--- src/rtl/iks_pkg.sv ---
`timescale 1ns / 1ps
// Package for the identifier and keyword token scanner.
// Holds the request and result types, token codes, character constants
// and the C keyword table. No dependencies.
package iks_pkg;

  localparam int unsigned KeywordMaxLenDef = 8;
  localparam int unsigned NameLenMaxDef    = 255;
  localparam int unsigned KwCount          = 32;
  localparam int unsigned KwIdxW           = 5;
  localparam int unsigned KwTextMax        = 8;
  localparam int unsigned QueueDepth       = 2;
  localparam logic [7:0]  NameLenShowMax   = 8'd255;

  localparam logic [2:0] KindKeyword = 3'd0;
  localparam logic [2:0] KindIdent   = 3'd1;
  localparam logic [2:0] KindAssign  = 3'd2;
  localparam logic [2:0] KindOper    = 3'd3;
  localparam logic [2:0] KindEnd     = 3'd4;

  localparam logic [7:0] ChPlus   = "+";
  localparam logic [7:0] ChMinus  = "-";
  localparam logic [7:0] ChStar   = "*";
  localparam logic [7:0] ChSlash  = "/";
  localparam logic [7:0] ChPct    = "%";
  localparam logic [7:0] ChEq     = "=";
  localparam logic [7:0] ChUscore = "_";
  localparam logic [7:0] ChLowerA = "a";
  localparam logic [7:0] ChLowerZ = "z";
  localparam logic [7:0] ChUpperA = "A";
  localparam logic [7:0] ChUpperZ = "Z";
  localparam logic [7:0] ChZero   = "0";
  localparam logic [7:0] ChNine   = "9";

  typedef struct packed {
    logic [7:0] ch;
    logic       is_end;
  } in_item_t;

  typedef struct packed {
    logic [2:0] token_kind;
    logic [4:0] keyword_index;
    logic [7:0] name_length;
    logic [7:0] token_char;
    logic       name_truncated;
    logic       last;
  } out_item_t;

  // one request from the front to the back: optional name token, then a single token
  typedef struct packed {
    logic              has_name;
    logic              name_is_kw;
    logic [KwIdxW-1:0] kw_idx;
    logic [7:0]        name_len;
    logic              name_trunc;
    logic [2:0]        single_kind;
    logic [7:0]        single_char;
  } iks_cmd_t;

  // keyword text, right aligned: the last character sits in bits [7:0]
  function automatic logic [8*KwTextMax-1:0] kw_text(input int unsigned i);
    logic [8*KwTextMax-1:0] t;
    case (i)
      0:  t = "int";
      1:  t = "auto";
      2:  t = "break";
      3:  t = "case";
      4:  t = "char";
      5:  t = "const";
      6:  t = "continue";
      7:  t = "default";
      8:  t = "do";
      9:  t = "double";
      10: t = "else";
      11: t = "enum";
      12: t = "extern";
      13: t = "float";
      14: t = "for";
      15: t = "goto";
      16: t = "if";
      17: t = "long";
      18: t = "register";
      19: t = "return";
      20: t = "short";
      21: t = "signed";
      22: t = "sizeof";
      23: t = "static";
      24: t = "struct";
      25: t = "switch";
      26: t = "typedef";
      27: t = "union";
      28: t = "unsigned";
      29: t = "void";
      30: t = "volatile";
      31: t = "while";
      default: t = '0;
    endcase
    return t;
  endfunction

  function automatic int unsigned kw_len(input int unsigned i);
    int unsigned n;
    case (i)
      8, 16:                                  n = 2;
      0, 14:                                  n = 3;
      1, 3, 4, 10, 11, 15, 17, 29:            n = 4;
      2, 5, 13, 20, 27, 31:                   n = 5;
      9, 12, 19, 21, 22, 23, 24, 25:          n = 6;
      7, 26:                                  n = 7;
      6, 18, 28, 30:                          n = 8;
      default:                                n = 0;
    endcase
    return n;
  endfunction

endpackage

--- src/rtl/iks_front.sv ---
`timescale 1ns / 1ps
// Front end: takes characters, tracks the current name and matches keywords.
// Emits one request per item that ends a name or gives a token. Uses iks_pkg.
module iks_front #(
  parameter int unsigned KeywordMaxLen = iks_pkg::KeywordMaxLenDef,
  parameter int unsigned NameLenMax    = iks_pkg::NameLenMaxDef
) (
  input  logic              clk_i,
  input  logic              rst_ni,
  input  logic              accept_i,
  input  iks_pkg::in_item_t in_item_i,
  output logic              cmd_valid_o,
  output iks_pkg::iks_cmd_t cmd_o
);
  import iks_pkg::*;

  localparam int unsigned CntW = $clog2(NameLenMax + 1);

  logic            in_name_q, in_name_d;
  logic [CntW-1:0] count_q, count_d;
  logic            ovf_q, ovf_d;
  logic [7:0]      prefix_q [KeywordMaxLen];

  logic [7:0] ch;
  logic       is_end, is_alpha, is_digit, name_ch, name_start;
  logic [KwCount-1:0] kw_hit;
  logic [KwIdxW-1:0]  kw_idx;
  logic [7:0]         len_show;

  assign ch         = in_item_i.ch;
  assign is_end     = in_item_i.is_end;
  assign is_alpha   = ((ch >= ChLowerA) && (ch <= ChLowerZ)) ||
                      ((ch >= ChUpperA) && (ch <= ChUpperZ)) || (ch == ChUscore);
  assign is_digit   = (ch >= ChZero) && (ch <= ChNine);
  assign name_ch    = !is_end && (is_alpha || is_digit);
  assign name_start = !is_end && is_alpha;

  // keyword compare against the stored prefix
  for (genvar i = 0; i < KwCount; i++) begin : g_kw
    localparam logic [8*KwTextMax-1:0] Txt = kw_text(i);
    localparam int unsigned            Len = kw_len(i);
    logic [KwTextMax-1:0] eq;
    for (genvar j = 0; j < KwTextMax; j++) begin : g_ch
      if (j < Len) begin : g_cmp
        assign eq[j] = (prefix_q[j] == Txt[8*(Len-1-j) +: 8]);
      end else begin : g_pad
        assign eq[j] = 1'b1;
      end
    end
    assign kw_hit[i] = !ovf_q && (count_q == CntW'(Len)) && (&eq);
  end

  always_comb begin
    kw_idx = '0;
    for (int i = KwCount - 1; i >= 0; i--) begin
      if (kw_hit[i]) begin
        kw_idx = KwIdxW'(i);
      end
    end
  end

  assign len_show = (count_q > CntW'(NameLenShowMax)) ? NameLenShowMax : 8'(count_q);

  always_comb begin
    in_name_d   = in_name_q;
    count_d     = count_q;
    ovf_d       = ovf_q;
    cmd_valid_o = 1'b0;

    cmd_o.has_name    = in_name_q;
    cmd_o.name_is_kw  = |kw_hit;
    cmd_o.kw_idx      = kw_idx;
    cmd_o.name_len    = len_show;
    cmd_o.name_trunc  = ovf_q;
    cmd_o.single_kind = KindEnd;
    cmd_o.single_char = '0;
    if (!is_end && ch == ChEq) begin
      cmd_o.single_kind = KindAssign;
      cmd_o.single_char = ch;
    end else if (!is_end && (ch == ChPlus || ch == ChMinus || ch == ChStar ||
                             ch == ChSlash || ch == ChPct)) begin
      cmd_o.single_kind = KindOper;
      cmd_o.single_char = ch;
    end

    if (accept_i) begin
      if (in_name_q) begin
        if (name_ch) begin
          if (count_q < CntW'(NameLenMax)) begin
            count_d = count_q + 1'b1;
          end else begin
            ovf_d = 1'b1;
          end
        end else begin
          in_name_d   = 1'b0;
          cmd_valid_o = 1'b1;
        end
      end else if (name_start) begin
        in_name_d = 1'b1;
        count_d   = CntW'(1);
        ovf_d     = 1'b0;
      end else begin
        cmd_valid_o = 1'b1;
      end
    end
  end

  always_ff @(posedge clk_i or negedge rst_ni) begin
    if (!rst_ni) begin
      in_name_q <= 1'b0;
      count_q   <= '0;
      ovf_q     <= 1'b0;
    end else begin
      in_name_q <= in_name_d;
      count_q   <= count_d;
      ovf_q     <= ovf_d;
    end
  end

  // prefix store, no reset: only entries of the current name are read
  always_ff @(posedge clk_i) begin
    if (accept_i) begin
      if (!in_name_q && name_start) begin
        prefix_q[0] <= ch;
      end else if (in_name_q && name_ch) begin
        for (int k = 0; k < KeywordMaxLen; k++) begin
          if (count_q == CntW'(k)) begin
            prefix_q[k] <= ch;
          end
        end
      end
    end
  end

endmodule

--- src/rtl/iks_queue.sv ---
`timescale 1ns / 1ps
// Short request queue between front and back end.
// Depth from iks_pkg::QueueDepth; carries iks_cmd_t.
module iks_queue (
  input  logic              clk_i,
  input  logic              rst_ni,
  input  logic              wr_i,
  input  iks_pkg::iks_cmd_t wdata_i,
  output logic              full_o,
  input  logic              rd_i,
  output logic              nonempty_o,
  output iks_pkg::iks_cmd_t rdata_o
);
  import iks_pkg::*;

  localparam int unsigned PtrW = (QueueDepth > 1) ? $clog2(QueueDepth) : 1;
  localparam int unsigned CntW = $clog2(QueueDepth + 1);

  iks_cmd_t        mem_q [QueueDepth];
  logic [PtrW-1:0] wptr_q, wptr_d, rptr_q, rptr_d;
  logic [CntW-1:0] cnt_q, cnt_d;

  assign full_o     = (cnt_q == CntW'(QueueDepth));
  assign nonempty_o = (cnt_q != '0);
  assign rdata_o    = mem_q[rptr_q];

  always_comb begin
    wptr_d = wptr_q;
    rptr_d = rptr_q;
    cnt_d  = cnt_q;
    if (wr_i) begin
      wptr_d = (wptr_q == PtrW'(QueueDepth - 1)) ? '0 : wptr_q + 1'b1;
    end
    if (rd_i) begin
      rptr_d = (rptr_q == PtrW'(QueueDepth - 1)) ? '0 : rptr_q + 1'b1;
    end
    if (wr_i && !rd_i) begin
      cnt_d = cnt_q + 1'b1;
    end else if (!wr_i && rd_i) begin
      cnt_d = cnt_q - 1'b1;
    end
  end

  always_ff @(posedge clk_i or negedge rst_ni) begin
    if (!rst_ni) begin
      wptr_q <= '0;
      rptr_q <= '0;
      cnt_q  <= '0;
    end else begin
      wptr_q <= wptr_d;
      rptr_q <= rptr_d;
      cnt_q  <= cnt_d;
    end
  end

  always_ff @(posedge clk_i) begin
    if (wr_i) begin
      mem_q[wptr_q] <= wdata_i;
    end
  end

endmodule

--- src/rtl/iks_back.sv ---
`timescale 1ns / 1ps
// Back end: expands each request into one or two results and holds the
// oldest result in an output register. Uses iks_pkg.
module iks_back (
  input  logic               clk_i,
  input  logic               rst_ni,
  input  logic               cmd_nonempty_i,
  input  iks_pkg::iks_cmd_t  cmd_i,
  output logic               cmd_rd_o,
  output logic               empty,
  input  logic               pop,
  output iks_pkg::out_item_t out_item_o
);
  import iks_pkg::*;

  logic      out_valid_q, out_valid_d;
  logic      phase_q, phase_d;
  out_item_t out_q, out_d;
  logic      load, name_step;

  assign load      = cmd_nonempty_i && (!out_valid_q || pop);
  assign name_step = cmd_i.has_name && !phase_q;
  assign cmd_rd_o  = load && !name_step;

  always_comb begin
    out_valid_d = out_valid_q;
    phase_d     = phase_q;
    out_d       = out_q;
    if (load) begin
      out_valid_d = 1'b1;
      if (name_step) begin
        phase_d              = 1'b1;
        out_d.token_kind     = cmd_i.name_is_kw ? KindKeyword : KindIdent;
        out_d.keyword_index  = cmd_i.name_is_kw ? cmd_i.kw_idx : '0;
        out_d.name_length    = cmd_i.name_len;
        out_d.token_char     = '0;
        out_d.name_truncated = cmd_i.name_trunc;
        out_d.last           = 1'b0;
      end else begin
        phase_d              = 1'b0;
        out_d.token_kind     = cmd_i.single_kind;
        out_d.keyword_index  = '0;
        out_d.name_length    = '0;
        out_d.token_char     = cmd_i.single_char;
        out_d.name_truncated = 1'b0;
        out_d.last           = 1'b1;
      end
    end else if (pop) begin
      out_valid_d = 1'b0;
    end
  end

  always_ff @(posedge clk_i or negedge rst_ni) begin
    if (!rst_ni) begin
      out_valid_q <= 1'b0;
      phase_q     <= 1'b0;
    end else begin
      out_valid_q <= out_valid_d;
      phase_q     <= phase_d;
    end
  end

  always_ff @(posedge clk_i) begin
    out_q <= out_d;
  end

  assign empty      = !out_valid_q;
  assign out_item_o = out_q;

endmodule

--- src/rtl/identifier_keyword_token_scanner_core.sv ---
`timescale 1ns / 1ps
// Identifier and keyword token scanner, top level.
// Input queue side: in_item_i (one character or an end mark) is taken on a
// clock edge with push high and full low. Output queue side: the oldest token
// sits on out_item_o while empty is low and leaves on an edge with pop high.
// The front end tracks names and matches the 32 C keywords from the stored
// prefix; a two-entry request queue decouples it from the back end, which
// writes tokens into an output register.
// An accepted item's request passes through the queue, then its first token is
// loaded into the output register; the second token of a name end follows it.
// Throughput: one item per cycle while full is low. An item that ends a name gives
// two tokens, which the back end loads one after the other; if the very next item
// also gives a token, the queue fills and full is high for one cycle.
// A stalled receiver holds the output register; the queue then fills and full
// stops further input. Nothing is lost or repeated.
// Reset clears name state, queue and output valid; no clearing pass is needed.
// Uses iks_pkg, iks_front, iks_queue, iks_back.
module identifier_keyword_token_scanner_core #(
  parameter int unsigned KeywordMaxLen = iks_pkg::KeywordMaxLenDef,
  parameter int unsigned NameLenMax    = iks_pkg::NameLenMaxDef
) (
  input  logic               clk_i,
  input  logic               rst_ni,
  input  logic               push,
  output logic               full,
  input  iks_pkg::in_item_t  in_item_i,
  output logic               empty,
  input  logic               pop,
  output iks_pkg::out_item_t out_item_o
);
  import iks_pkg::*;

  logic     accept, cmd_valid, q_full, q_nonempty, q_rd;
  iks_cmd_t cmd_wr, cmd_rd;

  assign full   = q_full;
  assign accept = push && !q_full;

  iks_front #(
    .KeywordMaxLen(KeywordMaxLen),
    .NameLenMax   (NameLenMax)
  ) u_front (
    .clk_i      (clk_i),
    .rst_ni     (rst_ni),
    .accept_i   (accept),
    .in_item_i  (in_item_i),
    .cmd_valid_o(cmd_valid),
    .cmd_o      (cmd_wr)
  );

  iks_queue u_queue (
    .clk_i     (clk_i),
    .rst_ni    (rst_ni),
    .wr_i      (cmd_valid),
    .wdata_i   (cmd_wr),
    .full_o    (q_full),
    .rd_i      (q_rd),
    .nonempty_o(q_nonempty),
    .rdata_o   (cmd_rd)
  );

  iks_back u_back (
    .clk_i         (clk_i),
    .rst_ni        (rst_ni),
    .cmd_nonempty_i(q_nonempty),
    .cmd_i         (cmd_rd),
    .cmd_rd_o      (q_rd),
    .empty         (empty),
    .pop           (pop),
    .out_item_o    (out_item_o)
  );

endmodule
--- config.mk ---
export PLATFORM = sky130hd
export DESIGN_NAME = identifier_keyword_token_scanner_core
export DESIGN_NICKNAME = d
export VERILOG_FILES = /design/src/rtl/iks_pkg.sv /design/src/rtl/iks_front.sv /design/src/rtl/iks_queue.sv /design/src/rtl/iks_back.sv /design/src/rtl/identifier_keyword_token_scanner_core.sv
export SDC_FILE = /design/constraint.sdc
export NUM_CORES = 1
export LEC_CHECK = 0
export ABC_AREA = 1
export ABC_CLOCK_PERIOD_IN_PS = 4590
export BUFFER_PORTS_ARGS = -buffer_cell sky130_fd_sc_hd__buf_2
export CORE_MARGIN = 1.5
export CORE_UTILIZATION = 45
export CTS_BUF_LIST = sky130_fd_sc_hd__clkbuf_4
export DETAILED_ROUTE_END_ITERATION = 16
export MAX_ROUTING_LAYER = met4
export PLACE_DENSITY = 0.59
export SLEW_MARGIN = 20
export SYNTH_ARGS = -nofsm -noshare
export SYNTH_HDL_FRONTEND = slang
export SYNTH_SLANG_ARGS = --single-unit
export TNS_END_PERCENT = 1
--- constraint.sdc ---
create_clock -name clk_i -period 4.59 [get_ports clk_i]
set_clock_uncertainty 0.2 [all_clocks]
set_input_delay 0.459 -clock clk_i [delete_from_list [all_inputs] [get_ports clk_i]]
set_output_delay 0.459 -clock clk_i [all_outputs]
set_load 0.005 [all_outputs]
==> flow_metrics.tcl, run 1 <==
set metrics [dict create \
    synth_top_flop_cell "edfxtp_1" \
    core_um2 16640 \
    fp-row-count 47 \
    ios 41 \
    clkSlewWorstSetupHoldPaths_ns 0.15 \
    grt_use_met1 0.3660 \
    slew_headroom 0.3656 \
    hold_viol_final 0 \
    clk_latency_ns 0.56 \
    clock-sinks 160 \
    routabilityCongestion 0.9943 \
    die_y_um 133.7 \
    max-cap-violations 0 \
    p_per_area_nw_per_um2 460.4 \
    status "finished, final reports clean" \
    layout_common_cells "nand2_1, edfxtp_1, inv_1, nor2_1, nand3_1" \
    place_hpwl_um 16790 \
    synth_cell_types 47 \
    die_x_um 133.7 \
    min_path_type "in2reg" \
    fmax_ghz 0.3422 \
    cts_tree "built" \
    rsz0062_at_grt "false" \
    end_kind "flop" \
    cts_max_level 4 \
    pre_cts_slack_ns 1.390 \
    fillers 1535 \
    clock-root-buffer "clkbuf_4" \
    final_nets 868 \
    crit_path_start_kind "flop" \
    period_share 0.6366 \
    synth_cells 790 \
    grt_pass1_vias 5566 \
    clockBufferDepth 2 \
    critPathArrivalTime_ns 3.14 \
    synth_area_per_cell_um2 9.737 \
    numCtsBuffers 17 \
    min_period_ns 2.922 \
    drc 0 \
    use_met3 0.05708 \
    async_flop_share 0.1000 \
    grt_util_met2 0.3794 \
    p_leak_nw 3.407 \
    grt_max_degree 30 \
    yosysWarnings 0 \
    netlist_top_cells_area "edfxtp_1, nand2_1, inv_1, nor2_1, dfrtp_1" \
    worst_pin_slew_ns 0.9480 \
    syn2layout_area_growth_pct 10.74 \
    vias 5984 \
    required_ns 4.81 \
    path_class "reg2reg" \
    grt_pass1_wl_um 32600 \
    ys_ff_latch 160 \
    cp_max_fo 5 \
    grt-ovfl-total 0 \
    synth_top_area_frac 0.5621 \
    yosysTopAreaCell "edfxtp_1" \
    drtIter0Drc 575 \
    dr.pass1.iters 6 \
    vdd_ir_drop_max_uv 224.8 \
    tns_ns 0 \
    rrSetupSlack_ns 1.67 \
    start_util 0.4622 \
    detail-route-antenna-nets 0 \
    grt_busiest_layer "met2" \
    netlist_area_um2 7692 \
    ys_seq_area_frac 0.6142 \
    grt_usage 0.2589 \
    avgRoutedWirePerCell_um 19.88 \
    dieArea_um2 17890 \
    report.power.total_mw 3.922 \
    slew_violations 0 \
    layout_commonest_cell "nand2_1" \
    avgViaCountPerCell 5.520 \
    io_buffer_count 40 \
    setup_viol 0 \
    antenna_found_initial 1 \
    drive_gt1_frac 0.1367 \
    synth_edf_count 144 \
    setup_slack_ns 1.668 \
    wl_um 21550 \
]
==> where the power goes <==
part	internal, mW	switching, mW	total [mW]
registers	1.97	0.142	2.11
logic	0.287	0.647	0.934
clock network	0.307	0.573	0.880
total	2.56	1.36	3.92
==> per-layer routing <==
metal  share of wire  wire length [µm]  up-vias
li1                -                 -     2813
met1            0.46              9857     2839
met2            0.45              9616      298
met3           0.079              1706       34
met4           0.017               371        0
met5               0                 0        -
==> kinds of logic (layout without fill, tap and decap cells) <==
family | after synthesis | in the layout | share of synthesized area
other | 1 | 5 | 0.0004875
buffers and inverters | 132 | 202 | 0.06588
adder cells (fa/ha/maj) | 5 | 5 | 0.008133
XOR/XNOR | 5 | 5 | 0.005693
AO/OA/AOI/OAI | 46 | 46 | 0.03448
AND/OR/NAND/NOR | 441 | 441 | 0.2711
flip-flops | 160 | 160 | 0.6142
==> critical path: stages, from the launching register on <==
cell and delay [ns]:
edfxtp_1 0.39, inv_1 0.09, nand4_1 0.39, nor2_1 0.57
nand3_1 0.23, nor3_1 0.38, nor3_1 0.13, nand4_1 0.11
nor2_1 0.05, nand4_1 0.08, nor2_1 0.05, nand4_1 0.12
==> stage by stage <==
stage            util  std cells  cell area [µm²]  hold WS, ns
2_1_floorplan       -        793             7704     -0.03659
3_3_place_gp   0.4917       1049             8183       0.1971
3_5_place_dp   0.4917       1049             8183       0.2148
4_1_cts        0.5111       1083             8506     0.002139
5_1_grt        0.5118       1084             8518     0.001724
6_report       0.5118       1084             8518      0.04123
==> worst paths after layout <==
kind                       depth (start not counted)                      to              startpoint
max                                               11    u_queue.mem_q[1][20]  u_front.prefix_q[0][7]
min                                                1  u_front.prefix_q[0][7]            in_item_i[8]
max reg2reg                                       11    u_queue.mem_q[1][20]  u_front.prefix_q[0][7]
min reg2reg                                        1          u_queue.wptr_q          u_queue.wptr_q
max in group asynchronous                          2      u_front.count_q[1]                  rst_ni
min in group asynchronous                          2        u_queue.cnt_q[1]                  rst_ni
==> cell usage after synthesis, types with 2 or more instances <==
cell type / count
nor2_1: 110
a211oi_1: 3
nand4_1: 39
nor2_4: 2
nor2_2: 6
inv_2: 8
a21oi_1: 23
clkbuf_1: 7
nor4_1: 21
nor3_2: 3
o31ai_1: 2
nand3b_1: 2
ha_1: 5
o21ai_0: 10
nand4_2: 2
inv_1: 113
xor2_1: 4
nand3_1: 48
nor3_1: 37
or2_2: 2
a41oi_1: 2
nand2_2: 4
edfxtp_1: 144
nand2_1: 153
or2_1: 3
dfrtp_1: 16
==> sequential cells by signal, summed over array words and instances, names as in the netlist <==
signal / cells
u_back.out_valid_q: 1
u_back.phase_q: 1
u_front.count_q: 8
u_front.in_name_q: 1
u_front.ovf_q: 1
u_front.prefix_q: 64
u_queue.rptr_q: 1
u_queue.wptr_q: 1
u_queue.mem_q: 54
u_queue.cnt_q: 2
u_back.out_item_o: 26
==> repair_timing <==
action / CTS / global route
setup endpoints to repair: 0 / 0
gates resized for setup: 0 / 0
hold endpoints to repair: 17 / 0
buffers inserted: 0 / 0
hold buffers: 2 / 0
==> area by class of cell <==
class,instances,area [µm²],share of cell area
timing repair buffer,47,257.7,0.03026
clock inverter,14,167.7,0.01968
multi-input combinational,501,2491,0.2925
clock buffer,18,135.1,0.01586
inverter,123,464.2,0.05449
tap,220,275.3,0.03231
antenna,1,2.502,0.0002938
sequential,160,4725,0.5546
(Power assumes the default switching activity.)
==> run 2: changes to the inputs <==
Settings changed: ABC_AREA 1 to 0, ABC_CLOCK_PERIOD_IN_PS 4590 to 2450, PLACE_DENSITY 0.59 to 0.61.
Clock period 4.59 ns to 2.45 ns, I/O delays scaled along.
==> flow_metrics.tcl, run 2 <==
set metrics [dict create \
    netlist_area_um2 7577 \
    io_buffer_count 40 \
    status "finished, violations left" \
    placedCellCount 1027 \
    grt_usage 0.2960 \
    syn2layout_area_growth_pct 35.40 \
    synth_edf_count 144 \
    cts_max_level 4 \
    fillers 1367 \
    avgViaCountPerCell 5.624 \
    rrSetupSlack_ns -0.13 \
    design_area_um2 10260 \
    clk_latency_ns 0.56 \
    yosysWarnings 0 \
    final_nets 869 \
    critPathArrivalTime_ns 2.80 \
    grt_pass1_vias 6157 \
    whs_endpoint "u_front.in_name_q" \
    synth_area_per_cell_um2 12.32 \
    netlist_top_cells_area "edfxtp_1, dfrtp_1, nor2_1, mux2i_1, nand4_1" \
    drc 0 \
    worstRegToRegCells 8 \
    clkSlewWorstSetupHoldPaths_ns 0.15 \
    crit_path_start_kind "flop" \
    yosysTopAreaCell "edfxtp_1" \
    wl_um 24340 \
    ios 41 \
    p_per_area_nw_per_um2 697.5 \
    min-delay-start "push" \
    synth_top_area_frac 0.5707 \
    layout_common_cells "buf_4, edfxtp_1, nor2_1, buf_2, nand2_1" \
    failed_checks "negative setup slack" \
    dieArea_um2 17630 \
    avgRoutedWirePerCell_um 22.39 \
    cp_max_fo 10 \
    fmax_ghz 0.3870 \
    drtIter0Drc 452 \
    min_path_cells 5 \
    detail-route-antenna-nets 0 \
    setup_slack_ns -0.1340 \
    clock-sinks 160 \
    required_ns 2.67 \
    rr_endpoint "u_queue.mem_q[1][25]" \
    largest_reg_flops 64 \
    min_period_ns 2.584 \
    worst_pin_slew_ns 0.7700 \
    min_path_type "in2reg" \
    top_register "u_front.prefix_q" \
    slowest_delay_ns 0.55 \
    rsz0062_at_grt "true" \
    max-cap-violations 0 \
    synth_cell_types 65 \
    cpMostUsedCell "nand4_1" \
    die_y_um 132.8 \
    utilization 0.6209 \
    slew_headroom 0.4850 \
    synth_most_common_cell "edfxtp_1" \
    hold_viol_final 0 \
    fp-row-count 47 \
    cts_tree "built" \
    async_flop_share 0.1000 \
    ys_seq_area_frac 0.6235 \
    postPlaceCellArea_um2 9276 \
    stdcell_count 1087 \
    ys_ff_latch 160 \
    vdd_ir_drop_max_uv 429.9 \
    cp_cell_sequence "and4bb_2, buf_4, nand4_1, or4_4, nor2_4, nor2_1, nand4_1, nand4b_1" \
    grt_max_degree 28 \
    synth_cells 615 \
    start_util 0.4585 \
    clock-root-buffer "clkbuf_4" \
    end_kind "flop" \
    antenna_found_initial 2 \
    layout_commonest_cell "buf_4" \
    dr.pass1.iters 5 \
    r2r-start "u_front.prefix_q[0][12]" \
    core_um2 16520 \
    critPathSlowestCell "or4_4" \
    path_class "reg2reg" \
    drive_gt1_frac 0.3947 \
    die_x_um 132.8 \
    grt-ovfl-total 0 \
    numCtsBuffers 17 \
    place_hpwl_um 18670 \
    setup_viol 12 \
    vias 6113 \
    routabilityCongestion 0.9854 \
    period_share 1.055 \
    p_leak_nw 3.854 \
    synth_commonest_cells "edfxtp_1, nor2_1, nand2_1" \
    synth_top_flop_cell "edfxtp_1" \
    clockBufferDepth 2 \
    grt_pass1_wl_um 36980 \
    slew_violations 0 \
]
==> run 2: changes by cell type after synthesis, moves of 19 or more <==
| cell | previous run | this run |
|---|---|---|
| inv_1 | 113 | 20 |
| nor3_1 | 37 | 16 |
| nor2_1 | 110 | 73 |
| nand2_1 | 153 | 42 |
| mux2i_1 | 0 | 27 |
| nor2b_1 | 0 | 19 |
| nand3_1 | 48 | 29 |
==> run 2: timing repair <==
item | 4_1_cts | 5_1_grt
endpoints found under the hold margin | 78 | 0
gates resized for setup | 52 | 37
hold buffers | 14 | 0
setup buffers | 9 | 4
setup endpoints to repair | 20 | 41
pin swaps | 26 | 20
==> run 2: area by class of cell <==
| class | instances | area, µm² | share of cell area |
|---|---|---|---|
| Timing Repair Buffer | 233 | 1739 | 0.1695 |
| Clock buffer | 19 | 142.6 | 0.01390 |
| Clock inverter | 13 | 173.9 | 0.01695 |
| Inverter | 20 | 75.07 | 0.007317 |
| Sequential cell | 160 | 4727 | 0.4607 |
| Antenna cell | 3 | 7.507 | 0.0007317 |
| Tap cell | 220 | 275.3 | 0.02683 |
| Multi-Input combinational cell | 419 | 3119 | 0.3040 |
==> run 2: cell families after synthesis <==
logic type,synth area share
AO/OA/AOI/OAI,0.03402
multiplexers,0.03864
XOR/XNOR,0.01040
other,0.0004949
buffers and inverters,0.02048
adder cells (fa/ha/maj),0.008256
AND/OR/NAND/NOR,0.2642
flip-flops,0.6235
==> run 2: per-layer routing <==
metal | global-route usage | share of wire | vias up
met5 | - | 0 | -
met4 | 0.1093 | 0.034 | 0
met3 | 0.04866 | 0.050 | 62
met2 | 0.4706 | 0.47 | 228
met1 | 0.3855 | 0.45 | 2976
li1 | - | - | 2847
==> run 2: per-stage QoR <==
stage | setup slack (ns) | setup TNS (ns) | hold WS [ns] | power (mW)
2_1_floorplan | -0.2884 | -13.12 | -0.2506 | 4.634
3_3_place_gp | -0.2326 | -10.41 | -0.01944 | 5.429
3_5_place_dp | -0.2615 | -14.61 | -0.01087 | 5.464
4_1_cts | -0.07801 | -0.5330 | 0.01811 | 7.193
5_1_grt | -0.2246 | -2.243 | 0.05667 | 7.496
6_report | -0.1340 | -1.264 | 0.05478 | 7.156
==> run 2: worst max-delay path by stage <==
stage	start	endpoint	slack, ns	cells past startpoint
after floorplan	in_item_i[1]	u_queue.mem_q[0][0]	-0.29	5
after global placement	u_front.count_q[0]	u_queue.mem_q[1][20]	-0.23	10
after detailed placement	u_front.count_q[0]	u_queue.mem_q[1][20]	-0.26	10
after CTS	u_front.prefix_q[0][29]	u_queue.mem_q[1][25]	-0.08	10
after global routing	u_front.prefix_q[0][10]	u_queue.mem_q[0][22]	-0.22	9
final	u_front.prefix_q[0][12]	u_queue.mem_q[1][25]	-0.13	8
==> run 2: critical path: cells and delay by family (launching register included) <==
family	cells	cell delay, ns
buf+inv	1	0.20
simple gates	7	1.62
flops	1	0.42
==> run 2: where the power goes <==
part | internal, mW | switching (mW)
Clock | 0.670 | 1.04
Combinational | 0.740 | 1.00
Sequential | 3.57 | 0.139
